$ cat src/wern_pkg.sv
// shared types, codes and helpers for the weighted error ratio norm unit
package wern_pkg;

  localparam int unsigned MAX_LENGTH_DEF = 65536;
  localparam logic [31:0] ABS_TOL_RESET = 32'd65536;

  localparam logic [1:0] CFG_REL_TOL = 2'd0;
  localparam logic [1:0] CFG_ABS_TOL = 2'd1;
  localparam logic [1:0] CFG_NORM_MODE = 2'd2;
  localparam logic [1:0] CFG_COMPLEX = 2'd3;

  localparam logic [2:0] NORM_MAX = 3'd0;
  localparam logic [2:0] NORM_SUM = 3'd1;
  localparam logic [2:0] NORM_MEAN = 3'd2;
  localparam logic [2:0] NORM_L2 = 3'd3;
  localparam logic [2:0] NORM_RMS = 3'd4;

  localparam logic [1:0] STAT_OK = 2'd0;
  localparam logic [1:0] STAT_INVALID = 2'd1;
  localparam logic [1:0] STAT_BAD_MODE = 2'd2;

  typedef struct packed {
    logic start;
    logic sqrt;
  } iter_req_t;

  typedef struct packed {
    logic busy;
    logic done;
  } iter_rsp_t;

  function automatic logic [31:0] abs32(input logic [31:0] v);
    abs32 = v[31] ? (~v + 32'd1) : v;
  endfunction

endpackage

$ cat src/wern_iter.sv
// shared bit-serial divider and square root unit
module wern_iter
  import wern_pkg::*;
(
  input  logic        clk,
  input  logic        rst,
  input  iter_req_t   req,
  input  logic [63:0] a,
  input  logic [63:0] d,
  output iter_rsp_t   rsp,
  output logic [63:0] result
);

  logic        busy;
  logic        done;
  logic        is_sqrt;
  logic [5:0]  step;
  logic [63:0] shreg;
  logic [64:0] rem;
  logic [31:0] root;
  logic [63:0] d_q;

  logic [65:0] cand;
  logic [65:0] sub;
  logic [65:0] diff;
  logic        ge;

  always_comb begin
    if (is_sqrt) begin
      cand = {rem[63:0], shreg[63:62]};
      sub = {32'd0, root, 2'b01};
    end else begin
      cand = {rem, shreg[63]};
      sub = {2'b00, d_q};
    end
    ge = (cand >= sub);
    diff = cand - sub;
  end

  always_ff @(posedge clk) begin
    if (rst) begin
      busy <= 1'b0;
      done <= 1'b0;
    end else begin
      done <= 1'b0;
      if (req.start) begin
        busy <= 1'b1;
        is_sqrt <= req.sqrt;
        step <= req.sqrt ? 6'd31 : 6'd63;
        shreg <= a;
        rem <= '0;
        root <= '0;
        d_q <= d;
      end else if (busy) begin
        rem <= ge ? diff[64:0] : cand[64:0];
        if (is_sqrt) begin
          root <= {root[30:0], ge};
          shreg <= {shreg[61:0], 2'b00};
        end else begin
          shreg <= {shreg[62:0], ge};
        end
        if (step == 6'd0) begin
          busy <= 1'b0;
          done <= 1'b1;
        end else begin
          step <= step - 6'd1;
        end
      end
    end
  end

  assign rsp.busy = busy;
  assign rsp.done = done;
  assign result = is_sqrt ? {32'd0, root} : shreg;

endmodule

$ cat src/weighted_error_ratio_norm_unit.sv
// top level of the weighted error ratio norm unit
// Usage: elements arrive on the in_valid/in_ready channel, each with x and dx
// (real, or real and imaginary when complex mode is set) and a last flag.
// Each element yields r = |dx| / (abs_tol + rel_tol*|x|), folded into an
// accumulator by the selected norm. The element marked last produces one
// result (norm_value, status) on the out_valid/out_ready channel; the
// accumulator, count and invalid flag then clear.
// Timing: in_ready is high only while idle. Divides and roots run on the
// shared bit-serial divide/square-root unit (64 steps per divide, 32 per root).
// For a last element, mean and RMS modes add a divide and L2 and RMS modes a
// square root before the output handshake. A shared 32x32 multiplier forms
// squares and products.
// Config writes (cfg_we, cfg_index, cfg_data) take effect at once and must
// be made while idle. A synchronous rst returns to idle and clears out_valid,
// accumulator, count and invalid flag and restores the register defaults.
// While the receiver stalls the result holds and no new element is taken.
module weighted_error_ratio_norm_unit
  import wern_pkg::*;
#(
  parameter int unsigned MAX_LENGTH = MAX_LENGTH_DEF
) (
  input  logic        clk,
  input  logic        rst,
  input  logic        in_valid,
  output logic        in_ready,
  input  logic [31:0] x_real,
  input  logic [31:0] x_imag,
  input  logic [31:0] dx_real,
  input  logic [31:0] dx_imag,
  input  logic        last,
  output logic        out_valid,
  input  logic        out_ready,
  output logic [47:0] norm_value,
  output logic [1:0]  status,
  input  logic        cfg_we,
  input  logic [1:0]  cfg_index,
  input  logic [31:0] cfg_data
);

  localparam int CNT_W = $clog2(MAX_LENGTH + 1);

  localparam logic [3:0] ST_IDLE = 4'd0;
  localparam logic [3:0] ST_SQ_A = 4'd1;
  localparam logic [3:0] ST_SQ_B = 4'd2;
  localparam logic [3:0] ST_SQ_C = 4'd3;
  localparam logic [3:0] ST_SQ_W = 4'd4;
  localparam logic [3:0] ST_DEN_M = 4'd5;
  localparam logic [3:0] ST_DEN_A = 4'd6;
  localparam logic [3:0] ST_DEN_C = 4'd7;
  localparam logic [3:0] ST_DIV_W = 4'd8;
  localparam logic [3:0] ST_FOLD_M = 4'd9;
  localparam logic [3:0] ST_FOLD_A = 4'd10;
  localparam logic [3:0] ST_FIN = 4'd11;
  localparam logic [3:0] ST_RES_DIV = 4'd12;
  localparam logic [3:0] ST_RES_SQ = 4'd13;
  localparam logic [3:0] ST_OUT = 4'd14;

  logic [31:0] rel_tol;
  logic [31:0] abs_tol;
  logic [2:0]  norm_mode;
  logic        complex_mode;

  logic [3:0]  state;
  logic        phase;
  logic [31:0] xr, xi, dxr, dxi;
  logic        last_q;
  logic [31:0] mx, mdx;
  logic [63:0] sqa;
  logic [63:0] prod;
  logic [48:0] den;
  logic [47:0] r;
  logic [63:0] accumulator;
  logic [CNT_W-1:0] element_count;
  logic        invalid_seen;

  logic [31:0] mul_a, mul_b;
  logic [31:0] mag_a, mag_b;
  iter_req_t   it_req;
  iter_rsp_t   it_rsp;
  logic [63:0] it_a, it_d, it_res;
  logic [63:0] term;
  logic [64:0] acc_sum;

  assign mag_a = abs32(phase ? dxr : xr);
  assign mag_b = abs32(phase ? dxi : xi);

  always_comb begin
    unique case (state)
      ST_SQ_A: begin
        mul_a = mag_a;
        mul_b = mag_a;
      end
      ST_SQ_B: begin
        mul_a = mag_b;
        mul_b = mag_b;
      end
      ST_DEN_M: begin
        mul_a = rel_tol;
        mul_b = mx;
      end
      default: begin
        mul_a = r[31:0];
        mul_b = r[31:0];
      end
    endcase
  end

  always_ff @(posedge clk) begin
    prod <= mul_a * mul_b;
  end

  // operands to the shared divide / root unit
  always_comb begin
    it_req = '0;
    it_a = '0;
    it_d = '0;
    unique case (state)
      ST_SQ_C: begin
        it_req.start = 1'b1;
        it_req.sqrt = 1'b1;
        it_a = sqa + prod;
      end
      ST_DEN_C: begin
        it_req.start = (den != '0);
        it_a = {16'd0, mdx, 16'd0};
        it_d = {15'd0, den};
      end
      ST_FIN: begin
        if (last_q && !invalid_seen) begin
          if (norm_mode == NORM_MEAN || norm_mode == NORM_RMS) begin
            it_req.start = 1'b1;
            it_a = accumulator;
            it_d = 64'(element_count);
          end else if (norm_mode == NORM_L2) begin
            it_req.start = 1'b1;
            it_req.sqrt = 1'b1;
            it_a = accumulator;
          end
        end
      end
      ST_RES_DIV: begin
        if (it_rsp.done && norm_mode == NORM_RMS) begin
          it_req.start = 1'b1;
          it_req.sqrt = 1'b1;
          it_a = it_res;
        end
      end
      default: begin
      end
    endcase
  end

  wern_iter u_iter (
    .clk    (clk),
    .rst    (rst),
    .req    (it_req),
    .a      (it_a),
    .d      (it_d),
    .rsp    (it_rsp),
    .result (it_res)
  );

  always_comb begin
    if (norm_mode == NORM_L2 || norm_mode == NORM_RMS) begin
      term = (r[47:32] != '0) ? '1 : prod;
    end else begin
      term = {r, 16'd0};
    end
    acc_sum = {1'b0, accumulator} + {1'b0, term};
  end

  always_ff @(posedge clk) begin
    if (rst) begin
      rel_tol <= '0;
      abs_tol <= ABS_TOL_RESET;
      norm_mode <= NORM_MAX;
      complex_mode <= 1'b0;
    end else if (cfg_we) begin
      unique case (cfg_index)
        CFG_REL_TOL: rel_tol <= cfg_data;
        CFG_ABS_TOL: abs_tol <= cfg_data;
        CFG_NORM_MODE: norm_mode <= cfg_data[2:0];
        CFG_COMPLEX: complex_mode <= cfg_data[0];
      endcase
    end
  end

  always_ff @(posedge clk) begin
    if (rst) begin
      state <= ST_IDLE;
      out_valid <= 1'b0;
      accumulator <= '0;
      element_count <= '0;
      invalid_seen <= 1'b0;
      phase <= 1'b0;
    end else begin
      unique case (state)
        ST_IDLE: begin
          if (in_valid) begin
            xr <= x_real;
            xi <= x_imag;
            dxr <= dx_real;
            dxi <= dx_imag;
            last_q <= last;
            phase <= 1'b0;
            if (complex_mode) begin
              state <= ST_SQ_A;
            end else begin
              mx <= abs32(x_real);
              mdx <= abs32(dx_real);
              state <= ST_DEN_M;
            end
          end
        end
        ST_SQ_A: state <= ST_SQ_B;
        ST_SQ_B: begin
          sqa <= prod;
          state <= ST_SQ_C;
        end
        ST_SQ_C: state <= ST_SQ_W;
        ST_SQ_W: begin
          if (it_rsp.done) begin
            if (phase) begin
              mdx <= it_res[31:0];
              state <= ST_DEN_M;
            end else begin
              mx <= it_res[31:0];
              phase <= 1'b1;
              state <= ST_SQ_A;
            end
          end
        end
        ST_DEN_M: state <= ST_DEN_A;
        ST_DEN_A: begin
          den <= {17'd0, abs_tol} + {1'b0, prod[63:16]};
          state <= ST_DEN_C;
        end
        ST_DEN_C: begin
          if (element_count < CNT_W'(MAX_LENGTH)) begin
            element_count <= element_count + CNT_W'(1);
          end
          if (den == '0) begin
            invalid_seen <= 1'b1;
            state <= ST_FIN;
          end else begin
            state <= ST_DIV_W;
          end
        end
        ST_DIV_W: begin
          if (it_rsp.done) begin
            r <= it_res[47:0];
            state <= ST_FOLD_M;
          end
        end
        ST_FOLD_M: state <= ST_FOLD_A;
        ST_FOLD_A: begin
          if (norm_mode == NORM_MAX) begin
            if (term > accumulator) accumulator <= term;
          end else if (norm_mode <= NORM_RMS) begin
            accumulator <= acc_sum[64] ? '1 : acc_sum[63:0];
          end
          state <= ST_FIN;
        end
        ST_FIN: begin
          if (!last_q) begin
            state <= ST_IDLE;
          end else begin
            accumulator <= '0;
            element_count <= '0;
            invalid_seen <= 1'b0;
            if (invalid_seen) begin
              norm_value <= '0;
              status <= STAT_INVALID;
              out_valid <= 1'b1;
              state <= ST_OUT;
            end else if (norm_mode == NORM_MAX || norm_mode == NORM_SUM) begin
              norm_value <= accumulator[63:16];
              status <= STAT_OK;
              out_valid <= 1'b1;
              state <= ST_OUT;
            end else if (norm_mode == NORM_MEAN || norm_mode == NORM_RMS) begin
              status <= STAT_OK;
              state <= ST_RES_DIV;
            end else if (norm_mode == NORM_L2) begin
              status <= STAT_OK;
              state <= ST_RES_SQ;
            end else begin
              norm_value <= '0;
              status <= STAT_BAD_MODE;
              out_valid <= 1'b1;
              state <= ST_OUT;
            end
          end
        end
        ST_RES_DIV: begin
          if (it_rsp.done) begin
            if (norm_mode == NORM_RMS) begin
              state <= ST_RES_SQ;
            end else begin
              norm_value <= it_res[63:16];
              out_valid <= 1'b1;
              state <= ST_OUT;
            end
          end
        end
        ST_RES_SQ: begin
          if (it_rsp.done) begin
            norm_value <= {16'd0, it_res[31:0]};
            out_valid <= 1'b1;
            state <= ST_OUT;
          end
        end
        ST_OUT: begin
          if (out_ready) begin
            out_valid <= 1'b0;
            state <= ST_IDLE;
          end
        end
        default: state <= ST_IDLE;
      endcase
    end
  end

  assign in_ready = (state == ST_IDLE);

  a_idle_no_result: assert property (@(posedge clk) disable iff (rst)
    in_ready |-> !out_valid) else $error("result pending while idle");

  a_status_code: assert property (@(posedge clk) disable iff (rst)
    out_valid |-> (status != 2'd3)) else $error("bad status code");

  a_iter_idle: assert property (@(posedge clk) disable iff (rst)
    (it_rsp.busy || it_rsp.done) |-> (state != ST_IDLE && state != ST_OUT))
    else $error("iterative unit active with no consumer");

endmodule
$ cat config.mk
export PLATFORM = sky130hd
export DESIGN_NAME = weighted_error_ratio_norm_unit
export DESIGN_NICKNAME = d
export VERILOG_FILES = /design/src/wern_pkg.sv /design/src/wern_iter.sv /design/src/weighted_error_ratio_norm_unit.sv
export SDC_FILE = /design/constraint.sdc
export NUM_CORES = 2
export LEC_CHECK = 0
export ABC_AREA = 1
export BUFFER_PORTS_ARGS = -buffer_cell sky130_fd_sc_hd__clkbuf_2
export CORE_MARGIN = 2
export CORE_UTILIZATION = 55
export CTS_CLUSTER_SIZE = 10
export DETAILED_ROUTE_END_ITERATION = 6
export PLACE_DENSITY = 0.71
export SYNTH_ARGS = -nofsm -noshare
export SYNTH_HDL_FRONTEND = slang
export SYNTH_HIERARCHICAL = 1
export SYNTH_SLANG_ARGS = --single-unit
$ cat constraint.sdc
create_clock -name clk -period 11.77 [get_ports clk]
set_input_delay 0 -clock clk [delete_from_list [all_inputs] [get_ports clk]]
set_output_delay 0 -clock clk [all_outputs]
set_load 0.05 [all_outputs]
==> flow_summary.json <==
{
  "relSlewSlack": -0.0978,
  "min_path_cells": 2,
  "holdPathEnd": "xi[4]",
  "clk_latency_ns": 0.81,
  "cts_buffers": 105,
  "period_share": 0.913,
  "status": "finished, violations left",
  "postCtsHoldBufs": 264,
  "clockBufferDepth": 3,
  "grt_pass1_wl_um": 644000,
  "cts-root-buf": "clkbuf_16",
  "skew_ns": 0.0992,
  "rrSetupSlack_ns": 1.02,
  "antenna_found_initial": 52,
  "die_w_um": 423,
  "netlist_instances": 13349,
  "clock_sinks": 858,
  "syn_area_um2": 96600,
  "antenna_left": 0,
  "hpwl_um": 363000,
  "rr_worst_depth": 30,
  "holdCritPathClass": "in2reg",
  "tns_ns": 0,
  "post_cts_buffers": 0,
  "wire_per_inst_um": 28.1,
  "syn_avg_cell_area_um2": 7.24,
  "area_delta_synth_final_pct": 9.66,
  "fin_nets": 15331,
  "cts_resized": 0,
  "cts_tree": "yes",
  "drc": 43,
  "clk_pin_slew_ns": 0.06,
  "start_util": 0.555,
  "cp_max_fo": 31,
  "required_ns": 12.39,
  "fmax_mhz": 93.0,
  "yosys_warnings": 6,
  "hold_path_startpoint": "x_imag[4]",
  "fp.dieH_um": 423,
  "violations": "DRC, capacitance limit, slew limit",
  "dieArea_um2": 179000,
  "maxSlewViolCount": 5,
  "worstSetupStartpointType": "flop",
  "cpMaxStageDelayCell": "o21ai_0",
  "grt_start_max_net_pins": 146,
  "cpPeakStageDelay_ns": 0.92,
  "via_count": 97318,
  "drive_above_1_share": 0.0597,
  "layout_min_cycle_time_ns": 10.75,
  "htreeDepth": 3,
  "setup_viol": 0,
  "first_iter_violations": 13865,
  "worst_pin_slew_ns": 1.64,
  "cp.arrival_ns": 11.37,
  "critPathCaptureType": "flop",
  "drv_cap": 1,
  "track_usage": 0.499,
  "rsz0062_at_grt": "no",
  "numPortBuffers": 219,
  "hold_viol_final": 0,
  "wl_um": 453000,
  "first_global_vias": 95715,
  "grt_overflow": 0,
  "io_pins": 220,
  "rr_endpoint": "prod[20]",
  "coreArea_um2": 174000,
  "num_rows": 153,
  "drt_first_pass_iters": 7,
  "viasPerCell": 6.03,
  "gp_congestion": 1.18,
  "critPathKind": "reg2reg",
  "r2r-start": "state[1]",
  "path_common_cell": "fa_1"
}
critical path, delay by kind of cell, from the launching register on:
family	cells	cell delay, ns
xor+xnor	1	0.75
fa+ha+maj	9	4.54
flops	1	0.40
compound gates	5	1.93
buf+inv	8	1.56
simple gates	7	1.36
routing by layer:
| metal | GRT usage | up-vias | share of wire |
|---|---|---|---|
| met5 | 0.00591 | - | 0.00089 |
| met4 | 0.412 | 38 | 0.10 |
| met3 | 0.208 | 2161 | 0.15 |
| met2 | 0.726 | 7403 | 0.41 |
| met1 | 0.571 | 45556 | 0.34 |
| li1 | - | 42160 | - |
state kept, by name, indices dropped and copies added, names as in the netlist, 48 cells and up:
| name | flops |
|---|---|
| u_iter/shreg | 64 |
| den | 49 |
| u_iter/d_q | 64 |
| r | 48 |
| u_iter/rem | 65 |
| sqa | 64 |
| norm_value | 48 |
| prod | 64 |
| accumulator | 64 |
per-stage QoR:
stage / util / std cells / setup slack, ns / hold slack (ns) / cell area, um^2
floorplan: - / 13363 / 3.28 / 0.0989 / 96700
global route: 0.608 / 16118 / 0.585 / 0.0243 / 106000
finish: 0.608 / 16151 / 1.02 / 0.0250 / 106000
global placement: 0.574 / 15654 / 1.45 / 0.177 / 100000
CTS: 0.608 / 16112 / 1.36 / 0.00156 / 106000
detailed placement: 0.574 / 15654 / 1.37 / 0.179 / 100000
layout by cell type, fill, tap and decap left out, types with 25 or more instances in the layout:
master / instances
xnor2_1: 35
a22oi_1: 30
nand2_1: 3204
ha_1: 562
nor2_1: 1964
a21oi_1: 607
buf_4: 174
nand3_1: 526
xor2_1: 148
o21ai_0: 604
a21o_1: 28
mux2i_1: 30
o22ai_1: 33
inv_1: 2536
diode_2: 38
fa_1: 900
o21a_1: 29
dlygate4sd3_1: 265
a221oi_1: 25
nor2_2: 42
or2_2: 93
o21ai_1: 49
nand2_2: 29
edfxtp_1: 636
inv_2: 43
o221ai_1: 44
clkbuf_16: 105
o21bai_1: 33
nand4_1: 89
nand3b_1: 33
clkbuf_1: 53
dfxtp_1: 221
nor3_1: 105
nor4_1: 39
clkbuf_2: 219
worst max path at each step:
stage	startpoint	end	slack, ns	depth (start not counted)
CTS	phase	prod[53]	1.36	37
floorplan	state[0]	u_iter/rem[0]	3.28	15
global route	phase	prod[61]	0.59	38
detailed placement	phase	prod[53]	1.37	37
finish	state[1]	prod[20]	1.02	30
global placement	phase	prod[53]	1.45	37
area by class of cell:
type                       count  area [um^2]
antenna                       38         95.1
clock buffer                 166         2940
clock inverter                28          339
fill                       15659        68200
inverter                    2593         9750
multi-input combinational   9484        61300
sequential                   858        23500
tap                         2325         2910
timing repair buffer         659         5070
Power is left out: the tool's default activity adds up to more than one toggle a clock period on the data nets, which glitch-free logic cannot reach.
